## src/rtl/assert_macros.svh

```systemverilog
// ---------------------------------------------------------------------------
// assert_macros.svh
// assertion macros for the calendar conversion block, empty when SYNTH is set
// ---------------------------------------------------------------------------
`ifndef ASSERT_MACROS_SVH
`define ASSERT_MACROS_SVH
`ifndef SYNTH
`define AST_IMPLY(lbl, pre, post) \
  lbl: assert property (@(posedge clk) disable iff (!rst_n) (pre) |-> (post)) \
    else $error("same-cycle check failed");
`define AST_NEXT(lbl, pre, post) \
  lbl: assert property (@(posedge clk) disable iff (!rst_n) (pre) |=> (post)) \
    else $error("next-cycle check failed");
`else
`define AST_IMPLY(lbl, pre, post)
`define AST_NEXT(lbl, pre, post)
`endif
`endif

```

## src/rtl/es2cal_pkg.sv

```systemverilog
// ---------------------------------------------------------------------------
// es2cal_pkg
// shared types, command codes and constant tables of the calendar converter
// ---------------------------------------------------------------------------
package es2cal_pkg;

  localparam int unsigned IN_W   = 39;
  localparam int unsigned DAY_W  = 22;
  localparam int unsigned DATA_W = 52;

  localparam logic signed [IN_W-1:0] EPOCH_LOW  = -39'sd62135596800;
  localparam logic signed [IN_W-1:0] EPOCH_HIGH = 39'sd253402300799;

  localparam logic [3:0] OP_NONE = 4'd0;
  localparam logic [3:0] OP_LOAD = 4'd1;
  localparam logic [3:0] OP_DAY  = 4'd2;
  localparam logic [3:0] OP_HOUR = 4'd3;
  localparam logic [3:0] OP_MIN  = 4'd4;
  localparam logic [3:0] OP_LDAY = 4'd5;
  localparam logic [3:0] OP_Y400 = 4'd6;
  localparam logic [3:0] OP_Y100 = 4'd7;
  localparam logic [3:0] OP_Y4   = 4'd8;
  localparam logic [3:0] OP_Y1   = 4'd9;
  localparam logic [3:0] OP_YD   = 4'd10;
  localparam logic [3:0] OP_MON  = 4'd11;

  typedef struct packed {
    logic [3:0] op;
    logic [4:0] k;
    logic       load_out;
  } cmd_t;

  typedef struct packed {
    logic in_oor;
    logic mon_done;
  } sts_t;

  function automatic logic [IN_W-1:0] step_divisor(input logic [3:0] op,
                                                    input logic [4:0] k);
    logic [IN_W-1:0] base;
    base = '0;
    unique case (op)
      OP_DAY:  base = 39'd86400;
      OP_HOUR: base = 39'd3600;
      OP_MIN:  base = 39'd60;
      OP_Y400: base = 39'd146097;
      OP_Y100: base = 39'd36524;
      OP_Y4:   base = 39'd1461;
      OP_Y1:   base = 39'd365;
      default: base = '0;
    endcase
    return base << k;
  endfunction

  function automatic logic [4:0] month_len(input logic [3:0] mon, input logic leap);
    logic [4:0] len;
    len = 5'd31;
    unique case (mon)
      4'd1:    len = leap ? 5'd29 : 5'd28;
      4'd3:    len = 5'd30;
      4'd5:    len = 5'd30;
      4'd8:    len = 5'd30;
      4'd10:   len = 5'd30;
      default: len = 5'd31;
    endcase
    return len;
  endfunction

endpackage

```

## src/rtl/es2cal_dp.sv

```systemverilog
// ---------------------------------------------------------------------------
// es2cal_dp
// datapath: one shared compare and subtract unit, quotient and result registers
// ---------------------------------------------------------------------------
module es2cal_dp (
  input  logic                                  clk,
  input  es2cal_pkg::cmd_t                      cmd,
  input  logic [es2cal_pkg::IN_W-1:0]           in_data,
  output es2cal_pkg::sts_t                      sts,
  output logic [es2cal_pkg::DATA_W-1:0]         out_data,
  output logic                                  out_oor
);
  import es2cal_pkg::*;

  logic signed [IN_W-1:0] t_in;
  logic [IN_W-1:0]        s_in;
  logic [IN_W-1:0]        dv;
  logic                   take;
  logic                   leap;
  logic [4:0]             mlen;
  logic [IN_W-1:0]        rem_r, rem_nxt;
  logic [DAY_W-1:0]       day_r, day_nxt;
  logic [4:0]             hour_r, hour_nxt;
  logic [5:0]             min_r, min_nxt;
  logic [5:0]             sec_r, sec_nxt;
  logic [4:0]             q1_r, q1_nxt;
  logic [1:0]             q2_r, q2_nxt;
  logic [4:0]             q3_r, q3_nxt;
  logic [1:0]             q4_r, q4_nxt;
  logic [8:0]             yd_r, yd_nxt;
  logic [3:0]             mon_r, mon_nxt;
  logic [2:0]             wd_r, wd_nxt;
  logic [3:0]             wd_dbl;
  logic                   oor_r, oor_nxt;
  logic [13:0]            year_v;
  logic [2:0]             wday_v;
  logic [DATA_W-1:0]      data_r, data_nxt;
  logic                   out_oor_r, out_oor_nxt;

  assign t_in = in_data;
  assign s_in = t_in - EPOCH_LOW;
  assign sts.in_oor = (t_in < EPOCH_LOW) || (t_in > EPOCH_HIGH);

  assign dv   = step_divisor(cmd.op, cmd.k);
  assign take = rem_r >= dv;
  assign leap = (q4_r == 2'd3) && ((q3_r != 5'd24) || (q2_r == 2'd3));
  assign mlen = month_len(mon_r, leap);
  assign sts.mon_done = (rem_r < {34'd0, mlen}) || (mon_r == 4'd11);
  assign wd_dbl = {wd_r, take};

  assign year_v = 14'd1 + 14'(q1_r) * 14'd400 + 14'(q2_r) * 14'd100
                + {7'd0, q3_r, 2'd0} + {12'd0, q4_r};
  assign wday_v = (wd_r == 3'd6) ? 3'd0 : wd_r + 3'd1;

  always_comb begin
    rem_nxt  = rem_r;
    day_nxt  = day_r;
    hour_nxt = hour_r;
    min_nxt  = min_r;
    sec_nxt  = sec_r;
    q1_nxt   = q1_r;
    q2_nxt   = q2_r;
    q3_nxt   = q3_r;
    q4_nxt   = q4_r;
    yd_nxt   = yd_r;
    mon_nxt  = mon_r;
    wd_nxt   = wd_r;
    oor_nxt  = oor_r;
    if ((cmd.op == OP_DAY || cmd.op == OP_HOUR || cmd.op == OP_MIN || cmd.op == OP_Y400 ||
         cmd.op == OP_Y100 || cmd.op == OP_Y4 || cmd.op == OP_Y1) && take) begin
      rem_nxt = rem_r - dv;
    end
    unique case (cmd.op)
      OP_LOAD: begin
        rem_nxt = s_in;
        oor_nxt = sts.in_oor;
        wd_nxt  = 3'd0;
        mon_nxt = 4'd0;
      end
      OP_DAY: begin
        day_nxt = {day_r[DAY_W-2:0], take};
        wd_nxt  = (wd_dbl >= 4'd7) ? 3'(wd_dbl - 4'd7) : wd_dbl[2:0];
      end
      OP_HOUR: hour_nxt = {hour_r[3:0], take};
      OP_MIN:  min_nxt  = {min_r[4:0], take};
      OP_LDAY: begin
        sec_nxt = rem_r[5:0];
        rem_nxt = {17'd0, day_r};
      end
      OP_Y400: q1_nxt = {q1_r[3:0], take};
      OP_Y100: q2_nxt = {q2_r[0], take};
      OP_Y4:   q3_nxt = {q3_r[3:0], take};
      OP_Y1:   q4_nxt = {q4_r[0], take};
      OP_YD:   yd_nxt = rem_r[8:0];
      OP_MON: begin
        if (!sts.mon_done) begin
          rem_nxt = rem_r - {34'd0, mlen};
          mon_nxt = mon_r + 4'd1;
        end
      end
      default: ;
    endcase
  end

  always_comb begin
    data_nxt    = data_r;
    out_oor_nxt = out_oor_r;
    if (cmd.load_out) begin
      out_oor_nxt = oor_r;
      if (oor_r) begin
        data_nxt = '0;
      end else begin
        data_nxt = {sec_r, min_r, hour_r, wday_v, yd_r, rem_r[4:0], mon_r, year_v};
      end
    end
  end

  always_ff @(posedge clk) begin
    rem_r     <= rem_nxt;
    day_r     <= day_nxt;
    hour_r    <= hour_nxt;
    min_r     <= min_nxt;
    sec_r     <= sec_nxt;
    q1_r      <= q1_nxt;
    q2_r      <= q2_nxt;
    q3_r      <= q3_nxt;
    q4_r      <= q4_nxt;
    yd_r      <= yd_nxt;
    mon_r     <= mon_nxt;
    wd_r      <= wd_nxt;
    oor_r     <= oor_nxt;
    data_r    <= data_nxt;
    out_oor_r <= out_oor_nxt;
  end

  assign out_data = data_r;
  assign out_oor  = out_oor_r;

endmodule

```

## src/rtl/es2cal_ctrl.sv

```systemverilog
// ---------------------------------------------------------------------------
// es2cal_ctrl
// sequencer: steps the shared divide unit through its phases, owns handshakes
// ---------------------------------------------------------------------------
`include "assert_macros.svh"

module es2cal_ctrl (
  input  logic              clk,
  input  logic              rst_n,
  input  logic              in_tvalid,
  output logic              in_tready,
  output logic              out_tvalid,
  input  logic              out_tready,
  input  es2cal_pkg::sts_t  sts,
  output es2cal_pkg::cmd_t  cmd
);
  import es2cal_pkg::*;

  localparam logic [3:0] S_IDLE = 4'd0;
  localparam logic [3:0] S_DAY  = 4'd1;
  localparam logic [3:0] S_HOUR = 4'd2;
  localparam logic [3:0] S_MIN  = 4'd3;
  localparam logic [3:0] S_LDAY = 4'd4;
  localparam logic [3:0] S_Y400 = 4'd5;
  localparam logic [3:0] S_Y100 = 4'd6;
  localparam logic [3:0] S_Y4   = 4'd7;
  localparam logic [3:0] S_Y1   = 4'd8;
  localparam logic [3:0] S_YD   = 4'd9;
  localparam logic [3:0] S_MON  = 4'd10;
  localparam logic [3:0] S_FIN  = 4'd11;

  logic [3:0] state_r, state_nxt;
  logic [4:0] k_r, k_nxt;
  logic       out_vld_r, out_vld_nxt;
  logic       last_k;
  logic       out_free;

  assign last_k   = (k_r == 5'd0);
  assign out_free = !out_vld_r || out_tready;

  always_comb begin
    state_nxt    = state_r;
    k_nxt        = (k_r == 5'd0) ? 5'd0 : k_r - 5'd1;
    cmd.op       = OP_NONE;
    cmd.k        = k_r;
    cmd.load_out = 1'b0;
    unique case (state_r)
      S_IDLE: begin
        if (in_tvalid) begin
          cmd.op    = OP_LOAD;
          state_nxt = sts.in_oor ? S_FIN : S_DAY;
          k_nxt     = 5'(DAY_W - 1);
        end
      end
      S_DAY: begin
        cmd.op = OP_DAY;
        if (last_k) begin
          state_nxt = S_HOUR;
          k_nxt     = 5'd4;
        end
      end
      S_HOUR: begin
        cmd.op = OP_HOUR;
        if (last_k) begin
          state_nxt = S_MIN;
          k_nxt     = 5'd5;
        end
      end
      S_MIN: begin
        cmd.op = OP_MIN;
        if (last_k) begin
          state_nxt = S_LDAY;
        end
      end
      S_LDAY: begin
        cmd.op    = OP_LDAY;
        state_nxt = S_Y400;
        k_nxt     = 5'd4;
      end
      S_Y400: begin
        cmd.op = OP_Y400;
        if (last_k) begin
          state_nxt = S_Y100;
          k_nxt     = 5'd1;
        end
      end
      S_Y100: begin
        cmd.op = OP_Y100;
        if (last_k) begin
          state_nxt = S_Y4;
          k_nxt     = 5'd4;
        end
      end
      S_Y4: begin
        cmd.op = OP_Y4;
        if (last_k) begin
          state_nxt = S_Y1;
          k_nxt     = 5'd1;
        end
      end
      S_Y1: begin
        cmd.op = OP_Y1;
        if (last_k) begin
          state_nxt = S_YD;
        end
      end
      S_YD: begin
        cmd.op    = OP_YD;
        state_nxt = S_MON;
      end
      S_MON: begin
        cmd.op = OP_MON;
        if (sts.mon_done) begin
          state_nxt = S_FIN;
        end
      end
      S_FIN: begin
        if (out_free) begin
          cmd.load_out = 1'b1;
          state_nxt    = S_IDLE;
        end
      end
      default: state_nxt = S_IDLE;
    endcase
  end

  always_comb begin
    out_vld_nxt = out_vld_r;
    if (cmd.load_out) begin
      out_vld_nxt = 1'b1;
    end else if (out_tready) begin
      out_vld_nxt = 1'b0;
    end
  end

  always_ff @(posedge clk) begin
    if (!rst_n) begin
      state_r   <= S_IDLE;
      k_r       <= 5'd0;
      out_vld_r <= 1'b0;
    end else begin
      state_r   <= state_nxt;
      k_r       <= k_nxt;
      out_vld_r <= out_vld_nxt;
    end
  end

  assign in_tready  = (state_r == S_IDLE);
  assign out_tvalid = out_vld_r;

  // a waiting result is never dropped or overwritten
  `AST_NEXT(a_out_hold, out_vld_r && !out_tready, out_vld_r)
  `AST_IMPLY(a_no_overwrite, cmd.load_out, !out_vld_r || out_tready)
  `AST_NEXT(a_accept_path, in_tvalid && state_r == S_IDLE, state_r == S_DAY || state_r == S_FIN)
  `AST_IMPLY(a_day_count, state_r == S_DAY, k_r <= 5'(DAY_W - 1))

endmodule

```

## src/rtl/epoch_seconds_to_calendar_unit.sv

```systemverilog
// ---------------------------------------------------------------------------
// epoch_seconds_to_calendar_unit
// signed epoch seconds to gregorian date, day of year, weekday and time of day
// ---------------------------------------------------------------------------
// one conversion at a time: a transfer is taken only while the sequencer is
// idle, and the time to out_tvalid varies with the month walk. the shared
// compare and subtract unit works through 22 day bits, 5 hour bits, 6 minute
// bits and the 400/100/4/1 year strides; the month walk that follows takes
// one month per cycle. a finished result waits in the output register, so
// the next input is taken while it is still unread, and a result that is
// still unread when the next one is done holds the sequencer until it is
// taken.
// inputs outside years 1 to 9999 return the out-of-range flag with zero data.
// ---------------------------------------------------------------------------
module epoch_seconds_to_calendar_unit (
  input  logic        clk,
  input  logic        rst_n,
  input  logic        in_tvalid,
  output logic        in_tready,
  input  logic [39:0] in_tdata,   // [38:0] epoch_seconds, signed
  output logic        out_tvalid,
  input  logic        out_tready,
  output logic [55:0] out_tdata,  // year, month, mday, yday, wday,
                                  // hour, minute, second from bit 0 up
  output logic        out_tuser   // out_of_range
);
  import es2cal_pkg::*;

  cmd_t              cmd;
  sts_t              sts;
  logic [DATA_W-1:0] out_data;

  es2cal_ctrl u_ctrl (
    .clk        (clk),
    .rst_n      (rst_n),
    .in_tvalid  (in_tvalid),
    .in_tready  (in_tready),
    .out_tvalid (out_tvalid),
    .out_tready (out_tready),
    .sts        (sts),
    .cmd        (cmd)
  );

  es2cal_dp u_dp (
    .clk      (clk),
    .cmd      (cmd),
    .in_data  (in_tdata[IN_W-1:0]),
    .sts      (sts),
    .out_data (out_data),
    .out_oor  (out_tuser)
  );

  assign out_tdata = {4'd0, out_data};

endmodule
```

## config.mk

```make
export PLATFORM = sky130hd
export DESIGN_NAME = epoch_seconds_to_calendar_unit
export DESIGN_NICKNAME = d
export VERILOG_FILES = /design/src/rtl/es2cal_pkg.sv /design/src/rtl/es2cal_dp.sv /design/src/rtl/es2cal_ctrl.sv /design/src/rtl/epoch_seconds_to_calendar_unit.sv
export VERILOG_INCLUDE_DIRS = /design/src /design/src/rtl
export SDC_FILE = /design/constraint.sdc
export NUM_CORES = 1
export LEC_CHECK = 0
export BUFFER_PORTS_ARGS = -buffer_cell sky130_fd_sc_hd__buf_4
export CORE_AREA = 2 2 192 194
export DETAILED_ROUTE_END_ITERATION = 8
export DIE_AREA = 0 0 194 196
export PLACE_DENSITY_LB_ADDON = 0.08
export SLEW_MARGIN = 20
export SYNTH_ARGS = -nofsm -noshare
export SYNTH_HDL_FRONTEND = slang
export SYNTH_HIERARCHICAL = 1
export SYNTH_SLANG_ARGS = --single-unit
```

## constraint.sdc

```tcl
create_clock -name clk -period 12 [get_ports clk]
set_clock_uncertainty 0.1 [all_clocks]
set_input_delay 2.4 -clock clk [delete_from_list [all_inputs] [get_ports clk]]
set_output_delay 2.4 -clock clk [all_outputs]
set_load 0.02 [all_outputs]
```

### Yosys cells after proc, flatten, opt, wreduce, memory -nomap -nowiden

Cells that the tools add are included.

* flip-flop bits (word level): 172
* bits of input ports: 44
* output and inout bits: 59
* logic and storage cells: 139

* $add $sub $neg: 11
* $mul: 2
* magnitude comparators: 5
* equal/unequal tests: 43
* shift-type cells: 1
* multiplexer cells: 34
* reductions and logical operators: 24

Operators by type and width (number)
* $pmux 18 s7: 1
* $pmux 39 s3: 1
* $mux 39: 2
* $mux 4: 12
* $pmux 4 s12: 1
* $eq 4x4->1 const B: 11
* $pmux 4 s11: 1
* $ge 39x39->1: 1
* $gt 39x39->1 const B: 1
* $lt 39x37->1 const B: 1
* $lt 39x5->1: 1
* $shl 18x5->39: 1
* $sub 39x37->39 const B: 1
* $sub 39x39->39: 1
* $sub 39x5->39: 1
* $eq 4x3->1 const B: 9
* $mux 5: 5
* $pmux 5 s5: 1
* $eq 4x2->1 const B: 5
* $ne 2x1->1 const B: 8
* $add 1x14->14 const A: 1
* $add 14x2->14: 1
* $add 14x7->14: 1
* $add 14x9->14: 1
* 27 further kinds: 51

### Logic depth before layout (Yosys ltp)

Gate-level depths: netlist of run 1.

* depth in word-level cells: 13
* depth in mapped cells: 27
* depth with buffers taken out: 24

### Cells and area by module

The synthesis of run 1 kept the hierarchy.

Modules (own cells, without submodules)
* es2cal_dp: instances 1, cells each 1384, area an instance 12325.6 um^2, sequential area each 4474.3 um^2
* es2cal_ctrl: instances 1, cells each 95, area an instance 719.4 um^2, sequential area each 200.2 um^2
* epoch_seconds_to_calendar_unit: instances 1, cells each 5, area an instance 33.8 um^2, sequential area each 0.0 um^2

### Least setup slack after synthesis of run 1

No wires, ideal clock.

* kind: input to register
* start: input port in_tvalid
* end: register u_dp.wd_r[1], data pin
* library setup time: 0.260 ns
* data arrival time: 7.224 ns
* data required time: 11.640 ns
* path slack: 4.417 ns
* stages on the path: 25
* path buffers: 2
* cells stage by stage: nor4_1 a211oi_1 nand2b_1 or3_1 clkbuf_1 inv_1 nand2_1 o21ai_0 nand2_1 o21ai_0 mux2i_1 or2_2 ha_1 buf_2 nand4_1 nor3_1 o2111ai_1 or2_2 nor2_1 and3b_1 o21ai_0 ha_1 a21oi_1 mux2i_1 nor2_1

RTL lines
* from (decl): line epoch_seconds_to_calendar_unit.sv:18 `input logic in_tvalid,`
* to (signal assigned): line es2cal_dp.sv:130 `wd_r <= wd_nxt;`
* to (decl): line es2cal_dp.sv:32 `logic [2:0] wd_r, wd_nxt;`

==> results of run 1 <==
## flip-flops by register name, summed over array words and instances (netlist names), 5 cells and up
register       flops
u_dp/min_r         6
u_dp/out_data     52
u_dp/hour_r        5
u_dp/q3_r          5
u_dp/rem_r        39
u_dp/day_r        22
u_dp/q1_r          5
u_ctrl/k_r         5
u_dp/yd_r          9
u_dp/sec_r         6
## critical path, delay by kind of cell
| family | cells | cell delay [ns] |
|---|---|---|
| adders and majority gates | 1 | 0.51 |
| muxes | 1 | 0.25 |
| AOI/OAI and AO/OA | 7 | 1.31 |
| and+or+nand+nor | 11 | 3.32 |
| buffers and inverters | 4 | 1.49 |
## layout by cell type (no fill, tap or decap), types with 16 or more instances in the layout
cell       netlist  routed
nor2_1         149     148
nand2_1        125     125
edfxtp_1       123     123
a21oi_1        116     116
buf_4            6     114
o21ai_0         92      91
ha_1            84      84
xnor2_1         56      56
inv_1           54      54
dfxtp_1         49      49
nor2b_1         49      48
xor2_1          45      45
mux2i_1         34      34
nor3_1          34      33
a21o_1          30      30
nand3_1         29      29
nand2b_1        22      22
a31oi_1         22      22
clkbuf_16        0      17
nor4_1          17      17
a22oi_1         17      17
nand4_1         16      16
## logic make-up (layout without fill, tap and decap cells)
kind of cell	Yosys count	in the layout
DFF	172	172
buffers and inverters	138	204
muxes	41	41
and+or+nand+nor	511	511
other	1	4
AOI/OAI and AO/OA	430	430
xor gates and xnor gates	101	101
adders and majority gates	90	90
## through the flow
stage               hold slack (ns)  total power, mW  worst slack (ns)  cell area (sq um)
floorplan                     0.318             3.29              4.42              13100
global placement              0.325             4.18              2.47              14200
detailed placement            0.329             4.17              2.48              14200
CTS                           0.346             4.76              2.95              14800
global route                  0.359             5.14              2.49              14800
finish                        0.344             4.77              2.94              14800
## layer usage
layer / up-vias / track usage [%]
met5: - / 0
met4: 0 / 9.12
met3: 53 / 3.04
met2: 313 / 36.4
met1: 5453 / 27.9
li1: 5592 / -
## layout make-up
cell class	count	share of cell area (%)
clock buffer	17	2.88
clock inverter	15	1.12
inverter	58	1.47
multi-input combinational	1177	53.1
sequential	172	31.6
tap	468	3.96
timing repair buffer	114	5.79
## worst max-delay path by stage
stage               startpoint             end  cells after the start
floorplan            in_tvalid    u_dp/wd_r[1]                     25
global placement     in_tvalid  u_dp/rem_r[19]                     24
detailed placement   in_tvalid  u_dp/rem_r[19]                     24
CTS                  in_tvalid  u_dp/rem_r[19]                     24
global route         in_tvalid  u_dp/rem_r[19]                     24
finish               in_tvalid  u_dp/rem_r[19]                     24
## where the power goes
group	switching (mW)	internal (mW)
clock	0.282	0.280
sequential	0.194	0.868
combinational	1.98	1.17
total	2.46	2.32
==> results.json, run 1 <==
{
  "synth_warnings": 6,
  "synth_edf_count": 123,
  "grt_first_pass_wirelength_microns": 63600,
  "avgSynthCellArea_sq_um": 8.81,
  "final-seq-area_sq_um": 4670,
  "seq_area_frac_synth_pct": 35.7,
  "cts.clk_slew.worst_paths_ns": 0.07,
  "syn_inst": 1484,
  "cts_tree": "yes",
  "slowest_stage": "inv_1",
  "rrSetupSlack_ns": 4.24,
  "worstPathCellList": "buf_4 > nor4_1 > a211oi_2 > buf_4 > nand2b_1 > or3_1 > inv_1 > nand2_1 > a21o_1 > nor3_1 > a21oi_1 > nor2_1 > a21oi_1 > ha_1 > and4_1 > nand3_1 > nor4_1 > a31oi_1 > a21oi_1 > and2_1 > buf_4 > mux2i_1 > nor2_1 > a211o_1",
  "cts_hold_buf": 0,
  "syn-cell-area_sq_um": 13100,
  "die-area_sq_um": 38000,
  "fmaxAchievable_mhz": 110,
  "synth.top_cell.area_share_pct": 28.2,
  "via_count": 11400,
  "layout.nets": 1673,
  "worstHoldStart": "u_dp/min_r[4]",
  "fin_crit_ns": 9.06,
  "routed.top_layer": "met4",
  "ys_seq_elements": 172,
  "yosys.area.top_type": "edfxtp_1",
  "drt_iter0_markers": 706,
  "post-cts-setup-buffers": 0,
  "die-width_microns": 194,
  "cp-start-kind": "input pin",
  "worstPathRequired_ns": 12.25,
  "dp_cells": 1989,
  "synth-adder-area-share_pct": 8.88,
  "drive_gt1_share_pct": 12.5,
  "finalSetupViolCount": 0,
  "synthFlopType": "edfxtp_1",
  "ant_nets": 0,
  "num_antenna_cells": 0,
  "htreeDepth": 4,
  "detail_route.wl_per_cell_microns": 20.4,
  "grt_pass1_vias": 10800,
  "area_growth_pct": 13.0,
  "wl_met2_microns": 19700,
  "synth_top_family_by_area": "compound AO/OA/AOI/OAI gates",
  "yosysMostFrequentCell": "nor2_1",
  "met1_length_microns": 18300,
  "cap_violations": 0,
  "gr-total-overflow": 0,
  "hold_violations": 0,
  "hold_class": "flop to flop",
  "yosys-top-cells-area": "edfxtp_1 (28%), ha_1 (8.0%), dfxtp_1 (7.5%), a21oi_1 (4.4%), nor2_1 (4.3%)",
  "critPathArrivalTime_ns": 9.31,
  "core_area_sq_um": 36100,
  "multi_input_area_sq_um": 7860,
  "slowest_delay_ns": 0.76,
  "yosys-top-cells-count": "nor2_1 (149), nand2_1 (125), edfxtp_1 (123)",
  "synthDistinctLibCells": 90,
  "dr.pass1.iters": 7,
  "slew_viol_final": 0,
  "rr_endpoint": "u_dp/rem_r[19]",
  "rsz0062_at_grt": "false",
  "vias_per_cell": 5.65,
  "cts_made_buffers": 17,
  "clk_latency_ns": 0.46,
  "status": "finished clean",
  "post-route-util_pct": 41.0,
  "crit_type": "input pin to flop",
  "cts_root_buf": "clkbuf_16",
  "critPathCaptureType": "flop",
  "place.gp.congestion": 0.924,
  "cts-resized-gates": 0,
  "clock_sinks": 172,
  "rows": 70,
  "fin_cells": 2021,
  "io_buffers": 97,
  "fillers": 3661,
  "synthSimpleGateAreaFrac_pct": 19.4,
  "io_pins": 103,
  "min_period_over_period_pct": 75.5,
  "rr_startpoint": "u_ctrl/state_r[1]",
  "p_leak_nw": 5.59,
  "slew_headroom_pct": 32.4,
  "synthXorXnorAreaFrac_pct": 6.76,
  "drc": 0,
  "vdd_ir_drop_max_mv": 0.125,
  "min_to": "u_dp/min_r[5]",
  "min_path_cells": 0,
  "power_density_nw_per_um2": 323,
  "synth_mux_area_share_pct": 3.20,
  "async_flop_share_pct": 0,
  "setup_tns_ns": 0,
  "grtUsageTotal_pct": 21.6,
  "dp_hpwl_microns": 31900,
  "wl_met3_microns": 1730,
  "antenna_found_initial": 0,
  "worstRegToRegCells": 23,
  "critPathMaxFanout": 25,
  "worstMarginPinSlew_ns": 1.01,
  "synth_compound_area_share_pct": 21.5,
  "start_util_pct": 36.2,
  "wl_microns": 41300,
  "cts_buffer_depth": 2,
  "grt_max_degree": 54,
  "die_h_microns": 196
}
(Power assumes the default switching activity.)
==> run 2, diff against run 1 <==
clock period = 7.4 ns   (was 12 ns; I/O delays follow)
==> run 2 against run 1 <==
Effect of this change: register-to-register slack worse by 3.4 ns; worst setup slack worse by 2.1 ns; clock-buffer cell count up 1; cell count up 1.9%; largest cell class unchanged; critical endpoint is now u_dp/wd_r[1].
==> results.json, run 2 (synthesis results as in run 1) <==
{
  "cts_hold_buf": 0,
  "power_density_nw_per_um2": 528,
  "cts-resized-gates": 0,
  "seqPwrFrac_pct": 21.5,
  "setup_ws_ns": 0.863,
  "crit_buf_inv": 2,
  "post-cts-setup-buffers": 0,
  "critPathMaxFanout": 16,
  "hold_class": "flop to flop",
  "critical_path.top_delay_family": "compound AO/OA/AOI/OAI gates",
  "slew_headroom_pct": 34.0,
  "dp_hpwl_microns": 32500,
  "internal-power_mw": 3.95,
  "detail_route.wl_per_cell_microns": 20.4,
  "fmaxAchievable_mhz": 153,
  "critPathArrivalTime_ns": 6.64,
  "htreeDepth": 4,
  "p_leak_nw": 5.77,
  "die-area_sq_um": 38000,
  "worstPathCellList": "and2_1 > xnor2_1 > nor2_4 > inv_1 > nand4_1 > a21oi_1 > o31ai_1 > nand2_1 > o21a_1 > a22oi_1 > ha_1 > a21oi_1 > o2111ai_1 > a211oi_1 > and3b_1 > o21ai_0 > buf_4 > ha_1 > a21oi_1 > mux2i_1 > nor2_1",
  "cap_violations": 0,
  "slew_viol_final": 0,
  "via_count": 11500,
  "critPathCaptureType": "flop",
  "final_common_cell": "buf_4",
  "antenna_found_initial": 0,
  "io_pins": 103,
  "slowest_stage": "dfxtp_1",
  "clkPwrFrac_pct": 11.3,
  "start_util_pct": 36.2,
  "fillers": 3686,
  "worstMarginPinSlew_ns": 0.982,
  "finalSetupViolCount": 0,
  "pwr-share-comb_pct": 67.3,
  "die-width_microns": 194,
  "rsz0062_at_grt": "false",
  "crit_type": "flop to flop",
  "swShare_pct": 50.2,
  "io_buffers": 97,
  "cts_root_buf": "clkbuf_16",
  "gr-total-overflow": 0,
  "drive_gt1_share_pct": 14.5,
  "dr.pass1.iters": 5,
  "largest_reg_flops": 52,
  "vias_per_cell": 5.60,
  "pre_cts_slack_ns": 0.513,
  "ant_nets": 0,
  "hold_violations": 0,
  "drt_iter0_markers": 845,
  "core_area_sq_um": 36100,
  "die_h_microns": 196,
  "cp-start-kind": "flop",
  "clk_latency_ns": 0.45,
  "clock_sinks": 172,
  "grt_first_pass_wirelength_microns": 64600,
  "slowest_delay_ns": 0.67,
  "fin_crit_ns": 6.54,
  "layout_common_cells": "buf_4 (152), nor2_1 (148), nand2_1 (125), edfxtp_1 (123), a21oi_1 (116)",
  "power.total_mw": 7.94,
  "cts_tree": "yes",
  "vdd_ir_drop_max_mv": 0.217,
  "grt_max_degree": 54,
  "cts_buffer_depth": 2,
  "grt_pass1_vias": 10900,
  "drc": 0,
  "min_period_over_period_pct": 88.3,
  "switchingPower_mw": 3.99,
  "cts.clk_slew.worst_paths_ns": 0.08,
  "grtUsageTotal_pct": 22.1,
  "cts_made_buffers": 17,
  "rrSetupSlack_ns": 0.86,
  "rows": 70,
  "worstPathRequired_ns": 7.50,
  "wl_microns": 42000,
  "setup_tns_ns": 0,
  "area_growth_pct": 15.2,
  "crit_path_frequent_cell": "a21oi_1",
  "num_antenna_cells": 0,
  "layout.nets": 1712,
  "place.gp.congestion": 0.911,
  "status": "finished clean"
}
-- run 2: cell types whose count changed in the layout (fill, tap and decap cells not counted), sizes merged --
cell      delta
clkinv       -2
clkbuf       +1
inv          -2
clkinvlp     +3
buf         +39
-- run 2: path summary, 6_finish.rpt --
kind / from / end / depth (start not counted)
worst max-delay path: u_ctrl/state_r[1] / u_dp/wd_r[1] / 21
worst min-delay path: u_dp/min_r[1] / u_dp/min_r[2] / 0
worst max register to register: u_ctrl/state_r[1] / u_dp/wd_r[1] / 21
worst min register to register: u_dp/min_r[1] / u_dp/min_r[2] / 0
-- run 2: routing by layer --
metal / global-route usage (%) / vias to the layer above / part of all wire (%)
li1: - / 5655 / -
met1: 28.8 / 5500 / 45
met2: 35.6 / 317 / 46
met3: 3.40 / 63 / 4.5
met4: 11.1 / 0 / 4.7
met5: 0 / - / 0
-- run 2: area by class of cell --
cell class	instances	area (sq um)	share of cell area [%]
inverter	58	218	1.45
clock buffer	18	429	2.85
sequential	172	4670	31.0
tap	468	586	3.89
multi-input combinational	1177	7850	52.1
timing repair buffer	153	1160	7.71
clock inverter	14	143	0.947
-- run 2: power groups by stage --
stage	clock (mW)	combinational (mW)	sequential, mW
4_1_cts	0.923	5.32	1.70
6_report	0.894	5.35	1.70
3_3_place_gp	0	5.30	1.72
3_5_place_dp	0	5.29	1.72
5_1_grt	0.958	5.88	1.75
2_1_floorplan	0	3.72	1.62
-- run 2: worst register-to-register path: stages (launching register included) --
cell       delay [ns]
dfxtp_1          0.67
and2_1           0.33
xnor2_1          0.15
nor2_4           0.37
inv_1            0.41
nand4_1          0.23
a21oi_1          0.13
o31ai_1          0.60
nand2_1          0.12
o21a_1           0.17
a22oi_1          0.31
ha_1             0.39
a21oi_1          0.33
o2111ai_1        0.23
a211oi_1         0.49
and3b_1          0.29
o21ai_0          0.10
buf_4            0.16
ha_1             0.19
a21oi_1          0.26
mux2i_1          0.22
nor2_1           0.05
-- run 2: metrics by stage --
stage | hold slack (ns) | std cells | util, % | instance area, sq um
3_3_place_gp | 0.327 | 2028 | 40.2 | 14500
3_5_place_dp | 0.331 | 2028 | 40.2 | 14500
6_report | 0.344 | 2060 | 41.7 | 15100
5_1_grt | 0.355 | 2060 | 41.7 | 15100
2_1_floorplan | 0.318 | 1487 | - | 13100
4_1_cts | 0.344 | 2060 | 41.7 | 15100
==> run 3, diff against run 2 <==
CORE_AREA = 2 2 190 192   (was 2 2 192 194)
DIE_AREA = 0 0 192 194   (was 0 0 194 196)
SYNTH_HIERARCHICAL = default   (was 1)
==> run 3 against run 2 <==
Effect of this change: register-to-register slack improved by 0.40 ns; critical endpoint is now u_dp.rem_r[33]; highest routed layer unchanged; sequential power barely moved; critical path type unchanged; synthesized cell count fell by 2.7%; design area fell by 2.8%; via count fell by 1.2%; sequential share of layout area rose by 0.90 points; worst setup slack improved by 0.40 ns; critical path depth fell by 3; largest cell class unchanged; flip-flop and latch count did not move; core utilization fell by 0.19 points; routed wire length fell by 4.2%; maximum frequency rose by 6.6%.
==> results.json, run 3 <==
{
  "via_count": 11400,
  "antenna_found_initial": 0,
  "slowest_stage": "dfxtp_1",
  "ys_seq_elements": 172,
  "final-seq-area_sq_um": 4670,
  "setup_ws_ns": 1.27,
  "finalSetupViolCount": 0,
  "die_h_microns": 194,
  "largest_reg_flops": 52,
  "syn_inst": 1444,
  "cts_tree": "yes",
  "pwr-share-comb_pct": 61.3,
  "dr.pass1.iters": 7,
  "worstPathCellList": "clkinv_1 > a2bb2oi_1 > nor2_1 > a31oi_1 > o22ai_1 > nor2_1 > a21oi_1 > nand2_1 > ha_1 > nand2_1 > a211oi_1 > o21ai_1 > a31oi_2 > a221oi_2 > nor2_2 > nor2_1 > a221oi_1 > o21ai_0",
  "critPathArrivalTime_ns": 6.34,
  "cts.clk_slew.worst_paths_ns": 0.07,
  "crit_type": "flop to flop",
  "synth_edf_count": 123,
  "yosys-top-cells-area": "edfxtp_1 (29%), ha_1 (8.1%), dfxtp_1 (7.6%), a21oi_1 (4.1%), xnor2_1 (3.7%)",
  "power.total_mw": 6.89,
  "die-area_sq_um": 37200,
  "cts_hold_buf": 0,
  "synthDistinctLibCells": 92,
  "grtUsageTotal_pct": 21.4,
  "avgSynthCellArea_sq_um": 8.92,
  "synth_warnings": 0,
  "power_density_nw_per_um2": 471,
  "yosys.area.top_type": "edfxtp_1",
  "detail_route.wl_per_cell_microns": 20.3,
  "start_util_pct": 36.6,
  "ant_nets": 0,
  "rsz0062_at_grt": "false",
  "num_antenna_cells": 0,
  "critPathMaxFanout": 30,
  "critPathCaptureType": "flop",
  "fmaxAchievable_mhz": 163,
  "grt_pass1_vias": 10500,
  "vias_per_cell": 5.75,
  "cts-resized-gates": 0,
  "vdd_ir_drop_max_mv": 0.228,
  "dp_hpwl_microns": 30800,
  "yosysMostFrequentCell": "edfxtp_1",
  "hold_violations": 0,
  "crit_buf_inv": 1,
  "fillers": 3586,
  "setup_tns_ns": 0,
  "internal-power_mw": 3.42,
  "slew_viol_final": 0,
  "seqPwrFrac_pct": 25.0,
  "clk_latency_ns": 0.45,
  "synthFlopType": "edfxtp_1",
  "cap_violations": 0,
  "worstMarginPinSlew_ns": 1.13,
  "place.gp.congestion": 0.936,
  "worstPathRequired_ns": 7.60,
  "gr-total-overflow": 0,
  "cp-start-kind": "flop",
  "clock_sinks": 172,
  "seq_area_frac_synth_pct": 36.3,
  "htreeDepth": 4,
  "syn-cell-area_sq_um": 12900,
  "critical_path.top_delay_family": "compound AO/OA/AOI/OAI gates",
  "clkPwrFrac_pct": 13.7,
  "p_leak_nw": 5.49,
  "min_period_over_period_pct": 82.9,
  "die-width_microns": 192,
  "synth.top_cell.area_share_pct": 28.7,
  "final_common_cell": "edfxtp_1",
  "dp_cells": 1949,
  "core_area_sq_um": 35200,
  "async_flop_share_pct": 0,
  "yosys-top-cells-count": "edfxtp_1 (123), nor2_1 (120), nand2_1 (114)",
  "crit_path_frequent_cell": "nor2_1",
  "post-cts-setup-buffers": 0,
  "layout.nets": 1639,
  "wl_microns": 40200,
  "post-route-util_pct": 41.5,
  "multi_input_area_sq_um": 7690,
  "io_pins": 103,
  "hold_class": "flop to flop",
  "drive_gt1_share_pct": 12.2,
  "fin_crit_ns": 6.13,
  "fin_cells": 1981,
  "drc": 0,
  "area_growth_pct": 13.6,
  "grt_max_degree": 54,
  "slowest_delay_ns": 0.96,
  "grt_first_pass_wirelength_microns": 61700,
  "swShare_pct": 50.3,
  "cts_made_buffers": 17,
  "rows": 69,
  "cts_buffer_depth": 2,
  "slew_headroom_pct": 23.6,
  "cts_root_buf": "clkbuf_16",
  "drt_iter0_markers": 870,
  "status": "finished clean",
  "layout_common_cells": "edfxtp_1 (123), buf_4 (121), nor2_1 (120), nand2_1 (114), a21oi_1 (106)",
  "io_buffers": 97,
  "pre_cts_slack_ns": 1.41,
  "switchingPower_mw": 3.47
}
==> run 3: power by group through the flow <==
stage               clock network, mW  registers, mW  logic [mW]
finish                          0.946           1.72        4.22
global route                     1.01           1.76        4.62
CTS                             0.972           1.72        4.19
detailed placement                  0           1.74        4.17
global placement                    0           1.74        4.17
floorplan                           0           1.56        3.10
==> run 3: routing by layer <==
layer / vias up / part of all wire (%) / global-route usage, %
li1: 5525 / - / -
met1: 5518 / 46 / 29.0
met2: 312 / 48 / 35.6
met3: 44 / 4.1 / 3.04
met4: 0 / 2.2 / 5.99
met5: - / 0 / 0
==> run 3: worst paths after layout <==
path,to,startpoint,cells after the start,slack (ns)
setup / recovery,u_dp.rem_r[33],u_ctrl.state_r[1],18,1.27
hold / removal,u_dp.hour_r[1],u_dp.hour_r[0],0,0.34
setup reg to reg,u_dp.rem_r[33],u_ctrl.state_r[1],18,1.27
hold reg to reg,u_dp.hour_r[1],u_dp.hour_r[0],0,0.34
==> run 3: cells by family (layout without fill, tap and decap cells) <==
group,after synthesis,after routing,share of synthesized area [%]
AND/OR/NAND/NOR,490,490,19.5
AO/OA/AOI/OAI,440,440,22.4
flip-flops,172,172,36.3
buffers and inverters,127,200,4.20
XOR/XNOR,105,105,7.14
adder cells (fa/ha/maj),88,88,8.84
multiplexers,21,21,1.69
other,1,4,0.0291
==> run 3: per-stage QoR <==
step	hold slack (ns)	cell area, sq um
3_5_place_dp	0.325	14000
3_3_place_gp	0.324	14000
5_1_grt	0.359	14600
2_1_floorplan	0.318	12900
6_report	0.345	14600
4_1_cts	0.343	14600
==> run 3: cell type report <==
class,count,area share (%)
multi-input cells,1148,52.5
flip-flops and latches,172,31.9
repair buffers,121,6.21
well taps,461,3.94
clock buffers,19,2.96
clock inverters,13,1.21
inverters,47,1.21
